## src/design/prefixed_scancode_translator_top_macros.svh

```systemverilog
// assertion macros for the scancode translator modules; pst_queue is the module that uses them
// needs a signal named clock and a signal named reset in the module that uses them
`ifndef PREFIXED_SCANCODE_TRANSLATOR_TOP_MACROS_SVH
`define PREFIXED_SCANCODE_TRANSLATOR_TOP_MACROS_SVH

// same-cycle implication, checked outside reset
`define PST_ASSERT_NOW(label, ante, cons, msg) \
   label: assert property (@(posedge clock) disable iff (reset) (ante) |-> (cons)) \
      else $error(msg);

// next-cycle implication, checked outside reset
`define PST_ASSERT_NEXT(label, ante, cons, msg) \
   label: assert property (@(posedge clock) disable iff (reset) (ante) |=> (cons)) \
      else $error(msg);

`endif

```

## src/design/pst_pkg.sv

```systemverilog
// types, constants and translation tables of the prefixed scancode translator
// no dependencies
`timescale 1ns / 1ps

package pst_pkg;

   // low seven bits of the prefix bytes (bit 7 is the key-up mark)
   localparam logic [6:0] PREFIX_SINGLE = 7'h79;
   localparam logic [6:0] PREFIX_DOUBLE = 7'h71;

   // sequence phase of the front end
   typedef enum logic [1:0] {
      PH_IDLE  = 2'd0,
      PH_P79   = 2'd1,
      PH_P71   = 2'd2,
      PH_P7179 = 2'd3
   } phase_type;

   // how the back end turns a queued key code into a key id
   typedef enum logic [1:0] {
      KIND_DIRECT = 2'd0,
      KIND_SINGLE = 2'd1,
      KIND_DOUBLE = 2'd2
   } kind_type;

   // one queued beat between front and back
   typedef struct packed {
      kind_type   kind;
      logic [5:0] scan_code;
      logic       pressed;
   } entry_type;

   // key codes after a single prefix; zero means unmapped
   function automatic logic [6:0] single_map(input logic [5:0] kc);
      logic [6:0] id;
      case (kc)
         6'h03: id = 7'h12;
         6'h05: id = 7'h28;
         6'h0D: id = 7'h20;
         6'h11: id = 7'h18;
         6'h19: id = 7'h1A;
         6'h1B: id = 7'h10;
         6'h1D: id = 7'h22;
         6'h25: id = 7'h30;
         6'h27: id = 7'h38;
         6'h29: id = 7'h40;
         6'h2B: id = 7'h48;
         6'h2D: id = 7'h50;
         6'h2F: id = 7'h58;
         6'h31: id = 7'h60;
         6'h33: id = 7'h68;
         6'h37: id = 7'h70;
         6'h39: id = 7'h78;
         default: id = 7'h00;
      endcase
      return id;
   endfunction

   // key codes after the double prefix; zero means unmapped
   function automatic logic [6:0] double_map(input logic [5:0] kc);
      logic [6:0] id;
      case (kc)
         6'h05: id = 7'h42;
         6'h0D: id = 7'h4A;
         6'h0F: id = 7'h2A;
         6'h11: id = 7'h32;
         6'h1B: id = 7'h3A;
         default: id = 7'h00;
      endcase
      return id;
   endfunction

endpackage

```

## src/design/prefixed_scancode_translator_top.sv

```systemverilog
// a result passes through the queue and then the result register before it is on the rsp ports
// throughput: one byte per cycle while req_full is low; the front decides each byte from its phase register
// and the QUEUE_DEPTH-entry queue plus one result register absorb result-side stalls
// reset: synchronous, clears the sequence phase, queue pointers and result valid
// top level of the prefixed scancode translator; depends on pst_pkg and its submodules
`timescale 1ns / 1ps

module prefixed_scancode_translator_top import pst_pkg::*; #(
   parameter int QUEUE_DEPTH = 2
) (
   input  logic       clock,
   input  logic       reset,
   input  logic       req_push,
   input  logic [7:0] req_raw_byte,
   output logic       req_full,
   input  logic       rsp_pop,
   output logic       rsp_empty,
   output logic [6:0] rsp_key_id,
   output logic       rsp_pressed
);

   logic      queue_full;
   logic      queue_push;
   entry_type push_entry;
   logic      queue_empty;
   logic      queue_pop;
   entry_type pop_entry;

   // sequence tracking and classification
   pst_front u_front (
      .clock        (clock),
      .reset        (reset),
      .req_push     (req_push),
      .req_raw_byte (req_raw_byte),
      .req_full     (req_full),
      .queue_full   (queue_full),
      .queue_push   (queue_push),
      .queue_entry  (push_entry)
   );

   // decoupling queue
   pst_queue #(
      .DEPTH (QUEUE_DEPTH)
   ) u_queue (
      .clock      (clock),
      .reset      (reset),
      .push       (queue_push),
      .push_entry (push_entry),
      .full       (queue_full),
      .pop        (queue_pop),
      .pop_entry  (pop_entry),
      .empty      (queue_empty)
   );

   // translation and result register
   pst_back u_back (
      .clock       (clock),
      .reset       (reset),
      .queue_empty (queue_empty),
      .queue_entry (pop_entry),
      .queue_pop   (queue_pop),
      .rsp_pop     (rsp_pop),
      .rsp_empty   (rsp_empty),
      .rsp_key_id  (rsp_key_id),
      .rsp_pressed (rsp_pressed)
   );

endmodule

```

## src/design/pst_front.sv

```systemverilog
// front end: accepts raw bytes, tracks the prefix sequence, queues key codes
// depends on pst_pkg
`timescale 1ns / 1ps

module pst_front import pst_pkg::*; (
   input  logic       clock,
   input  logic       reset,
   input  logic       req_push,
   input  logic [7:0] req_raw_byte,
   output logic       req_full,
   input  logic       queue_full,
   output logic       queue_push,
   output entry_type  queue_entry
);

   phase_type  phase_ff;
   phase_type  phase_in;
   logic       accept;
   logic       byte_valid;
   logic       is_single;
   logic       is_double;
   logic [5:0] scan_code;

   // byte decode
   assign req_full   = queue_full;
   assign accept     = req_push && !queue_full;
   assign byte_valid = req_raw_byte[0];
   assign scan_code  = req_raw_byte[6:1];
   assign is_single  = (req_raw_byte[6:0] == PREFIX_SINGLE);
   assign is_double  = (req_raw_byte[6:0] == PREFIX_DOUBLE);

   // next phase
   always_comb begin
      phase_in = phase_ff;
      if (accept) begin
         if (!byte_valid) begin
            phase_in = PH_IDLE;
         end else begin
            case (phase_ff)
               PH_IDLE: begin
                  if (is_single) begin
                     phase_in = PH_P79;
                  end else if (is_double) begin
                     phase_in = PH_P71;
                  end else begin
                     phase_in = PH_IDLE;
                  end
               end
               PH_P71:  phase_in = is_single ? PH_P7179 : PH_IDLE;
               default: phase_in = PH_IDLE;
            endcase
         end
      end
   end

   // queue beat for bytes that can give a result
   always_comb begin
      queue_push            = 1'b0;
      queue_entry.kind      = KIND_DIRECT;
      queue_entry.scan_code = scan_code;
      queue_entry.pressed   = ~req_raw_byte[7];
      case (phase_ff)
         PH_IDLE: begin
            queue_push = accept && byte_valid && !is_single && !is_double
                         && (scan_code != 6'd0);
         end
         PH_P79: begin
            queue_push       = accept && byte_valid;
            queue_entry.kind = KIND_SINGLE;
         end
         PH_P7179: begin
            queue_push       = accept && byte_valid;
            queue_entry.kind = KIND_DOUBLE;
         end
         default: queue_push = 1'b0;
      endcase
   end

   // phase register
   always_ff @(posedge clock) begin
      if (reset) begin
         phase_ff <= PH_IDLE;
      end else begin
         phase_ff <= phase_in;
      end
   end

endmodule

```

## src/design/pst_queue.sv

```systemverilog
// short register queue between front and back end
// depends on pst_pkg and the assertion macro header
`timescale 1ns / 1ps
`include "prefixed_scancode_translator_top_macros.svh"

module pst_queue import pst_pkg::*; #(
   parameter int DEPTH = 2
) (
   input  logic      clock,
   input  logic      reset,
   input  logic      push,
   input  entry_type push_entry,
   output logic      full,
   input  logic      pop,
   output entry_type pop_entry,
   output logic      empty
);

   localparam int AW = $clog2(DEPTH);
   localparam int CW = $clog2(DEPTH + 1);

   entry_type       entry_ff [DEPTH];
   logic [AW-1:0]   wr_ptr_ff;
   logic [AW-1:0]   wr_ptr_in;
   logic [AW-1:0]   rd_ptr_ff;
   logic [AW-1:0]   rd_ptr_in;
   logic [CW-1:0]   count_ff;
   logic [CW-1:0]   count_in;
   logic            wr_en;
   logic            rd_en;

   // flags and enables
   assign full      = (count_ff == CW'(DEPTH));
   assign empty     = (count_ff == '0);
   assign wr_en     = push && !full;
   assign rd_en     = pop && !empty;
   assign pop_entry = entry_ff[rd_ptr_ff];

   // pointer and count update
   always_comb begin
      wr_ptr_in = wr_ptr_ff;
      rd_ptr_in = rd_ptr_ff;
      count_in  = count_ff;
      if (wr_en) begin
         wr_ptr_in = (wr_ptr_ff == AW'(DEPTH - 1)) ? '0 : wr_ptr_ff + 1'b1;
      end
      if (rd_en) begin
         rd_ptr_in = (rd_ptr_ff == AW'(DEPTH - 1)) ? '0 : rd_ptr_ff + 1'b1;
      end
      if (wr_en && !rd_en) begin
         count_in = count_ff + 1'b1;
      end else if (rd_en && !wr_en) begin
         count_in = count_ff - 1'b1;
      end
   end

   // control registers
   always_ff @(posedge clock) begin
      if (reset) begin
         wr_ptr_ff <= '0;
         rd_ptr_ff <= '0;
         count_ff  <= '0;
      end else begin
         wr_ptr_ff <= wr_ptr_in;
         rd_ptr_ff <= rd_ptr_in;
         count_ff  <= count_in;
      end
   end

   // storage, no reset
   always_ff @(posedge clock) begin
      if (wr_en) begin
         entry_ff[wr_ptr_ff] <= push_entry;
      end
   end

   // checks
   `PST_ASSERT_NOW(a_count_range, 1'b1, count_ff <= CW'(DEPTH), "queue count beyond depth")
   `PST_ASSERT_NEXT(a_count_up, wr_en && !rd_en, count_ff == $past(count_ff) + 1'b1, "queue count did not rise")
   `PST_ASSERT_NEXT(a_count_down, rd_en && !wr_en, count_ff == $past(count_ff) - 1'b1, "queue count did not fall")
   `PST_ASSERT_NOW(a_ptr_gap, !full && !empty, wr_ptr_ff != rd_ptr_ff, "queue pointers meet while partly filled")

endmodule

```

## src/design/pst_back.sv

```systemverilog
// back end: translates queued key codes and holds the result register
// depends on pst_pkg
`timescale 1ns / 1ps

module pst_back import pst_pkg::*; (
   input  logic       clock,
   input  logic       reset,
   input  logic       queue_empty,
   input  entry_type  queue_entry,
   output logic       queue_pop,
   input  logic       rsp_pop,
   output logic       rsp_empty,
   output logic [6:0] rsp_key_id,
   output logic       rsp_pressed
);

   logic       out_valid_ff;
   logic       out_valid_in;
   logic [6:0] key_id_ff;
   logic       pressed_ff;
   logic [6:0] lookup_id;

   // take a beat when the result register is free or being emptied
   assign queue_pop = !queue_empty && (!out_valid_ff || rsp_pop);

   // translation
   always_comb begin
      case (queue_entry.kind)
         KIND_DIRECT: lookup_id = {1'b0, queue_entry.scan_code};
         KIND_SINGLE: lookup_id = single_map(queue_entry.scan_code);
         KIND_DOUBLE: lookup_id = double_map(queue_entry.scan_code);
         default:     lookup_id = 7'h00;
      endcase
   end

   // unmapped codes are dropped here
   always_comb begin
      out_valid_in = out_valid_ff;
      if (queue_pop) begin
         out_valid_in = (lookup_id != 7'h00);
      end else if (rsp_pop) begin
         out_valid_in = 1'b0;
      end
   end

   always_ff @(posedge clock) begin
      if (reset) begin
         out_valid_ff <= 1'b0;
      end else begin
         out_valid_ff <= out_valid_in;
      end
   end

   // result payload
   always_ff @(posedge clock) begin
      if (queue_pop) begin
         key_id_ff  <= lookup_id;
         pressed_ff <= queue_entry.pressed;
      end
   end

   assign rsp_empty   = !out_valid_ff;
   assign rsp_key_id  = key_id_ff;
   assign rsp_pressed = pressed_ff;

endmodule
```

## config.mk

```make
export PLATFORM = sky130hd
export DESIGN_NAME = prefixed_scancode_translator_top
export DESIGN_NICKNAME = d
export VERILOG_FILES = /design/src/design/pst_pkg.sv /design/src/design/prefixed_scancode_translator_top.sv /design/src/design/pst_front.sv /design/src/design/pst_queue.sv /design/src/design/pst_back.sv
export VERILOG_INCLUDE_DIRS = /design/src /design/src/design
export SDC_FILE = /design/constraint.sdc
export NUM_CORES = 1
export LEC_CHECK = 0
export ABC_AREA = 1
export BUFFER_PORTS_ARGS = -buffer_cell sky130_fd_sc_hd__buf_2
export CAP_MARGIN = 30
export CORE_MARGIN = 2
export CORE_UTILIZATION = 44
export DETAILED_ROUTE_END_ITERATION = 6
export GPL_ROUTABILITY_DRIVEN = 1
export GPL_TIMING_DRIVEN = 0
export HOLD_SLACK_MARGIN = 0.03
export SKIP_LAST_GASP = 1
export SLEW_MARGIN = 40
export SYNTH_ARGS = -nofsm -noshare
export SYNTH_HDL_FRONTEND = slang
export SYNTH_SLANG_ARGS = --single-unit
```

## constraint.sdc

```tcl
create_clock -name clock -period 2.4 [get_ports clock]
set_input_delay 0.36 -clock clock [delete_from_list [all_inputs] [get_ports clock]]
set_output_delay 0.36 -clock clock [all_outputs]
set_load 0.02 [all_outputs]
```

==> results.ini <==
[clock_network]
numCtsBuffers = 5
insertion_delay_ns = 0.28
clk_path_buf_depth = 2
ctsRootBufferMaster = clkbuf_8
post_cts_resized = 0
h-tree-depth = 2
postCtsSetupBuffers = 0
cts_hold_buf = 0
clkSinkCount = 34
cts_tree = yes
clk_pin_slew_ns = 0.07

[synthesis]
synthAdderAreaFrac_pct = 0.654
ys_top_cells_by_area = edfxtp_1, nand2_1, dfxtp_1
syn_nets = 245
muxShareOfSynthArea_pct = 0
yosys.cell_count.top_type = nand2_1
synth_top_family_by_area = simple AND/OR/NAND/NOR gates
synth_xor_area_share_pct = 0.458
netlist_area_um2 = 1910
ys_ff_latch = 34
synth_top_area_cell = edfxtp_1
synth_cell_types = 29
synth.yosys.seq_area_share_pct = 49.2
synth_edf_count = 26
synth_compound_area_share_pct = 6.41
synthArstFlopShare_pct = 0
yosys-top-cells-count = nand2_1, inv_1, edfxtp_1, nor2_1, nand3_1
synth_area_per_cell_um2 = 8.25
yosys_warnings = 0
synth_top_area_share_pct = 40.8
synthSimpleGateAreaFrac_pct = 34.9
ys.flop_type = edfxtp_1
netlist_instances = 232

[power_and_ir_drop]
clock_power_share_pct = 15.8
cellPowerDensity_nw_per_um2 = 1110
power_frac_seq_pct = 35.4
switchingPower_mw = 1.03
irDropWorstVdd_mv = 0.744
p_leak_nw = 0.987
p_int_mw = 1.38
total_power_mw = 2.41
swShare_pct = 42.6
pwr-share-comb_pct = 48.7

[grt]
grt_max_degree = 13
antenna_found_initial = 0
grt_pass1_wl_um = 6260
grt_pass1_vias = 1491
grt_use_total_pct = 16.0
grt.overflow.total = 0

[sta]
max_freq_mhz = 498
setup-tns-final_ns = 0
slew_viol_final = 0
worst_pin_slew_ns = 0.723
relSlewSlack_pct = 51.7
hold_viol_final = 0
worst_slack_ns = 0.393
setup_viol = 0
period_minus_slack_ns = 2.01
final.period_utilization_pct = 83.6
finClkSkew_ns = 0.00750
grt_setup_unrepaired = false

[floorplan]
fp.dieW_um = 70.0
initial_utilization_pct = 46.8
io_pins = 22
core_area_um2 = 4090
die_h_um = 70.0
rows = 23
die-area_um2 = 4890

[min_path]
min-delay-path-class = input port to flop

[routing]
wl_per_cell_um = 11.1
drc = 0
viasPerCell = 4.84
firstDrtPassIters = 4
vias = 1501
wl_um = 3460
drtIter0Drc = 108
detail-route-antenna-nets = 0

[place]
port_buffers = 20
gp_congestion = 0.841
dp_cells = 302
dp_hpwl_um = 2690
dp_slack_ns = 0.349

[run]
maxCapViolations = 0

[worst_setup_path]
critPathKind = flop to flop
arrival_ns = 2.23
cp_max_fo = 12
cp-start-kind = flop
required_ns = 2.63
endpoint_kind = flop

[outcome]
status = finished clean

[layout]
nFillCells = 389
nets = 272
antenna_cells = 0
area_growth_pct = 13.1
post-route-util_pct = 53.0
final_cells = 310
layout-drive-gt1-share_pct = 22.7

sequential cells by signal (all words and copies together), names as in the netlist, named ones only:
register             count
u_queue.entry_ff        18
u_back.rsp_key_id        7
u_front.phase_ff         2
u_queue.count_ff         2
u_back.out_valid_ff      1
u_back.rsp_pressed       1
u_queue.rd_ptr_ff        1
u_queue.wr_ptr_ff        1
cells in the final DEF, fill, tap and decap left out, types with 2 or more instances in the layout:
| cell | instances |
|---|---|
| nand2_4 | 5 |
| nand4_1 | 3 |
| nor3b_1 | 2 |
| nor2_1 | 24 |
| inv_1 | 28 |
| nor3_1 | 3 |
| nand2_1 | 67 |
| buf_6 | 2 |
| inv_2 | 5 |
| nand3_1 | 16 |
| clkbuf_8 | 5 |
| o21a_1 | 2 |
| edfxtp_1 | 26 |
| nand3_2 | 3 |
| o21ai_0 | 5 |
| a21oi_1 | 7 |
| buf_2 | 20 |
| clkinv_1 | 2 |
| clkbuf_1 | 2 |
| nor2_4 | 4 |
| nand2_2 | 8 |
| o21ai_1 | 2 |
| a21oi_2 | 2 |
| dfxtp_1 | 8 |
area by class of cell:
| type | instances | area (um2) | area share [%] |
|---|---|---|---|
| timing repair buffer | 20 | 100 | 4.62 |
| sequential | 34 | 941 | 43.5 |
| buffer | 4 | 33.8 | 1.56 |
| tap | 50 | 62.6 | 2.89 |
| multi-input combinational | 160 | 818 | 37.8 |
| inverter | 34 | 128 | 5.90 |
| clock inverter | 2 | 8.76 | 0.405 |
| clock buffer | 6 | 72.6 | 3.35 |
layer usage:
layer / vias up / share of wire, % / GRT usage [%]
met2: 33 / 47 / 27.1
met4: 0 / 2.9 / 7.91
li1: 804 / - / -
met5: - / 0 / 0
met3: 8 / 4.6 / 4.04
met1: 656 / 46 / 18.9
stage by stage:
step,hold slack [ns],cell area [um2]
final,0.303,2160
after global routing,0.291,2160
after CTS,0.290,2160
after detailed placement,0.501,2080
after global placement,0.504,2080
after floorplan,0.459,1910
critical path, cell delays in order (launching register included):
cell and delay, ns:
dfxtp_1 0.37, inv_1 0.09, a21oi_2 0.58, inv_1 0.10, ha_1 0.34, a21oi_1 0.11, o21ai_0 0.11, a21oi_1 0.14
o21a_1 0.12
power by group through the flow:
| stage | Sequential (mW) | Clock [mW] | Combinational [mW] |
|---|---|---|---|
| after global placement | 0.866 | 0 | 1.16 |
| after floorplan | 0.952 | 0 | 0.822 |
| final | 0.854 | 0.382 | 1.17 |
| after global routing | 0.867 | 0.428 | 1.33 |
| after detailed placement | 0.868 | 0 | 1.17 |
| after CTS | 0.855 | 0.397 | 1.18 |
logic make-up (layout without fill, tap and decap cells):
logic type | count (synthesis) | count (layout)
XOR/XNOR | 1 | 1
flip-flops | 34 | 34
AND/OR/NAND/NOR | 137 | 137
adder cells (fa/ha/maj) | 1 | 1
buffers and inverters | 38 | 66
AO/OA/AOI/OAI | 21 | 21
worst paths after layout:
check	start	slack, ns	depth (start not counted)	to
max	u_queue.count_ff[0]	0.39	8	u_queue.count_ff[1]
min	req_raw_byte[4]	0.30	1	u_queue.entry_ff[0][4]
max reg2reg	u_queue.count_ff[0]	0.39	8	u_queue.count_ff[1]
min reg2reg	u_front.phase_ff[1]	0.51	2	u_front.phase_ff[1]
No activity file was read; power rests on OpenSTA's default activity.
